===== src/sv/tsmq_pkg.sv =====
// ----------------------------------------------------------------------------
// tsmq_pkg
// Shared constants and types for the thread scheduler with mutex wait lists.
// ----------------------------------------------------------------------------
package tsmq_pkg;

  localparam int SLOT_COUNT_DEF  = 128;
  localparam int MUTEX_COUNT_DEF = 16;

  localparam int OP_W  = 3;
  localparam int MID_W = 4;
  localparam int TID_W = 7;
  localparam int VAL_W = 64;
  localparam int RC_W  = 3;

  // ready slots examined per scan cycle
  localparam int SCAN_W = 16;
  localparam int OFS_W  = $clog2(SCAN_W);

  localparam logic [OP_W-1:0] OP_TICK   = 3'd0;
  localparam logic [OP_W-1:0] OP_CREATE = 3'd1;
  localparam logic [OP_W-1:0] OP_EXIT   = 3'd2;
  localparam logic [OP_W-1:0] OP_JOIN   = 3'd3;
  localparam logic [OP_W-1:0] OP_LOCK   = 3'd4;
  localparam logic [OP_W-1:0] OP_UNLOCK = 3'd5;

  localparam logic [RC_W-1:0] RC_OK         = 3'd0;
  localparam logic [RC_W-1:0] RC_BLOCKED    = 3'd1;
  localparam logic [RC_W-1:0] RC_FULL       = 3'd2;
  localparam logic [RC_W-1:0] RC_NOT_EXITED = 3'd3;
  localparam logic [RC_W-1:0] RC_NO_READY   = 3'd4;

  typedef struct packed {
    logic             hit;
    logic [OFS_W-1:0] off;
  } scan_res_t;

endpackage


===== src/sv/tsmq_scan.sv =====
// ----------------------------------------------------------------------------
// tsmq_scan
// Masked priority search over one chunk of ready flags for round-robin pick.
// ----------------------------------------------------------------------------
module tsmq_scan #(
  parameter int CHW = 3
) (
  input  logic [tsmq_pkg::SCAN_W-1:0]   bits,
  input  logic [CHW-1:0]                chunk,
  input  logic [CHW+tsmq_pkg::OFS_W-1:0] cur_g,
  input  logic                          upper,
  output tsmq_pkg::scan_res_t           res
);

  localparam int GW = CHW + tsmq_pkg::OFS_W;

  logic [tsmq_pkg::SCAN_W-1:0] masked;

  // upper pass: slots above current; wrap pass: current and below
  always_comb begin
    logic [GW-1:0] g;
    for (int i = 0; i < tsmq_pkg::SCAN_W; i++) begin
      g = {chunk, tsmq_pkg::OFS_W'(i)};
      masked[i] = bits[i] && (upper ? (g > cur_g) : (g <= cur_g));
    end
  end

  always_comb begin
    res.hit = 1'b0;
    res.off = '0;
    for (int i = tsmq_pkg::SCAN_W - 1; i >= 0; i--) begin
      if (masked[i]) begin
        res.hit = 1'b1;
        res.off = tsmq_pkg::OFS_W'(i);
      end
    end
  end

endmodule

===== config.mk =====
export PLATFORM = sky130hd
export DESIGN_NAME = tsmq_scan
export DESIGN_NICKNAME = d
export VERILOG_FILES = /design/src/sv/tsmq_pkg.sv /design/src/sv/tsmq_scan.sv
export SDC_FILE = /design/constraint.sdc
export NUM_CORES = 1
export LEC_CHECK = 0
export BUFFER_PORTS_ARGS = -buffer_cell sky130_fd_sc_hd__buf_2
export CORE_ASPECT_RATIO = 1.5
export CORE_MARGIN = 4
export CORE_UTILIZATION = 50
export DETAILED_ROUTE_END_ITERATION = 8
export PLACE_DENSITY = 0.81
export SYNTH_ARGS = -nofsm -noshare
export SYNTH_HDL_FRONTEND = slang
export SYNTH_SLANG_ARGS = --single-unit

===== constraint.sdc =====
create_clock -name vclk -period 2.3
set_input_delay 0.23 -clock vclk [all_inputs]
set_output_delay 0.23 -clock vclk [all_outputs]
set_load 0.02 [all_outputs]

==> results by group <==
Logic synthesis
  • Synthesized Nets: 179
  • Most frequent cell after synthesis: nand2_1
  • Post-synthesis sequential area ratio: 0
  • Synthesized area: 1050 um2
  • Area contributors post-synth: mux2i_1, ha_1, nand2b_1
  • Syn_area_per_cell: 7.11 um2
  • Synth top area share: 0.0571
  • Distinct cell type count after synthesis: 54
  • Yosys warning count: 0
  • Post-synth top cells: nand2_1, nor2_1, nand2b_1, o21ai_0, nor3_1
  • Syn Inst Count: 148
  • Yosys top cell by area: mux2i_1

Critical path
  • Data arrival, critical path: 2550 ps
  • Crit path launch type: input port
  • Crit Path Class: input port to output port
  • Slowest CP cell: ha_4
  • Critical Path Most Common Cell: buf_4
  • Setup crit end kind: output port
  • CP Cell Sequence: buf_6 > inv_12 > ha_4 > and4b_1 > nand2_1 > a21oi_2 > buf_4 > mux2_2 > o21ai_0 > a311o_1 > a31oi_4 > buf_4
  • Worst Setup SP: cur_g[6]
  • Critical Path Max Stage Delay: 330 ps
  • Crit path to: res[0]
  • CP Max Fanout: 10
  • Critical path data required time: 2070 ps

Timing
  • Worst-Margin Slew: 458 ps
  • Fin Setup TNS: -2030 ps
  • Slew margin rel.: 0.695
  • Period utilisation layout: 1.21
  • Hold Fails Final Rpt: 0
  • Unrepaired setup endpoints after global routing: true
  • Max frequency: 360 MHz
  • Count of pins over their slew limit: 0
  • # setup viols final: 5
  • Min cycle time layout: 2780 ps
  • Setup ws final: -481 ps

GRT
  • Number of global-route vias before repair: 1,402
  • Pin count of the biggest net entering global routing: 31
  • Gr usage total: 0.262
  • First-pass GRT wire length: 6090 um
  • Initial antenna violation count: 0
  • GRT overflow: 0

Cells and area
  • Layout cells sized above 1: 0.545
  • Layout sequential cell count: 0
  • Clkbuf count: 0
  • Seq. cell area: 0 um2
  • Layout area overhead: 66.1%
  • Nets: 246
  • Post-route design area: 1750 um2
  • Ant. Diodes: 0

Power
  • Flop pwr share: 0
  • Total power: 544 uW
  • Pwr Density: 311 nW/um2
  • Clk pwr share: 0
  • VDD IR max: 169 uV
  • Cell-internal power: 271 uW
  • Switch share: 0.502
  • Comb power frac: 1.000
  • Pleak: 0.756 nW
  • Switching power: 273 uW

Place
  • I/O Buffers: 32
  • GPL Wtd Cong: 0.913
  • DP HPWL: 2860 um
  • DP Area: 1590 um2

Floorplanning
  • Core region area: 2030 um2
  • Io pins: 32
  • Die Ht: 64.2 um
  • # rows: 20
  • Initial core utilization: 0.519
  • Die area: 2920 um2
  • Die X: 45.5 um

Run
  • MaxCap Viol Count: 0

Route
  • Vias per inst: 6.41
  • Remaining DRCs: 0
  • Post-Route WL: 4130 um
  • Initial DRC count: 70
  • Vias: 1,506
  • Drt wl/cell: 17.6 um
  • Post-route ant nets: 0
  • Pre-antenna DRT Iters: 5

Worst hold path
  • Hold Crit Class: input port to output port

Status
  • Status: complete, but fails checks
  • Violated checks: setup timing
[cell families after synthesis]
logic type | after synthesis | synth area share
compound gates | 41 | 0.315
xor+xnor | 3 | 0.0250
fa+ha+maj | 4 | 0.0476
buf+inv | 14 | 0.0666
mux | 10 | 0.103
simple gates | 76 | 0.442
[critical path, delay by kind of cell]
| family | cells | cell delay, ps |
|---|---|---|
| compound gates | 4 | 840 |
| buf+inv | 4 | 430 |
| simple gates | 2 | 380 |
| fa+ha+maj | 1 | 330 |
| mux | 1 | 320 |
[what timing repair did]
action                     CTS  global route
buffers inserted             3             1
setup endpoints to repair    5             5
hold buffers                 0             0
pin swaps                    7             9
gates cloned                 0             1
gates resized for setup     17            15
hold endpoints to repair     0             0
[per-layer routing]
layer | wire (um) | share of wire | GRT usage
met5 | 0 | 0 | 0
met4 | 113 | 0.027 | 0.0549
met3 | 185 | 0.045 | 0
met2 | 2260 | 0.55 | 0.519
met1 | 1560 | 0.38 | 0.285
[worst min path at each step]
stage | start | end | cells past startpoint
floorplan | bits[15] | res[4] | 3
global placement | bits[15] | res[4] | 5
detailed placement | bits[9] | res[1] | 5
CTS | bits[4] | res[1] | 5
global route | bits[9] | res[1] | 5
finish | bits[9] | res[1] | 5
[cells in the final DEF, fill, tap and decap left out, types with 5 or more instances in the layout]
cell type and instances:
nand4_1 5, a21oi_1 5, buf_4 41, nand2_1 12, buf_2 26, nand2b_1 7
buf_6 5, nor3_1 7, nor2b_1 5, nor2_1 8, nand3_1 6
[area by class of cell]
type                       count  area [um2]
fill                         105         279
tap                           22        27.5
inverter                       6        35.0
timing repair buffer          72         494
multi-input combinational    135        1190
[power by group through the flow]
stage	Clock, mW	Combinational, mW	Sequential [mW]
final	0	0.544	0
after global routing	0	0.582	0
after CTS	0	0.501	0
after detailed placement	0	0.466	0
after global placement	0	0.447	0
after floorplan	0	0.307	0
[stage by stage]
stage                util  worst slack, ps  hold WS [ps]  instances
floorplan               -             -228           730        148
global placement    0.784             -428           989        230
detailed placement  0.784             -534          1010        230
CTS                 0.825             -377          1010        233
global route        0.862             -573          1040        235
finish              0.862             -481          1010        235
Note: power is estimated with default switching activity, not from simulation.
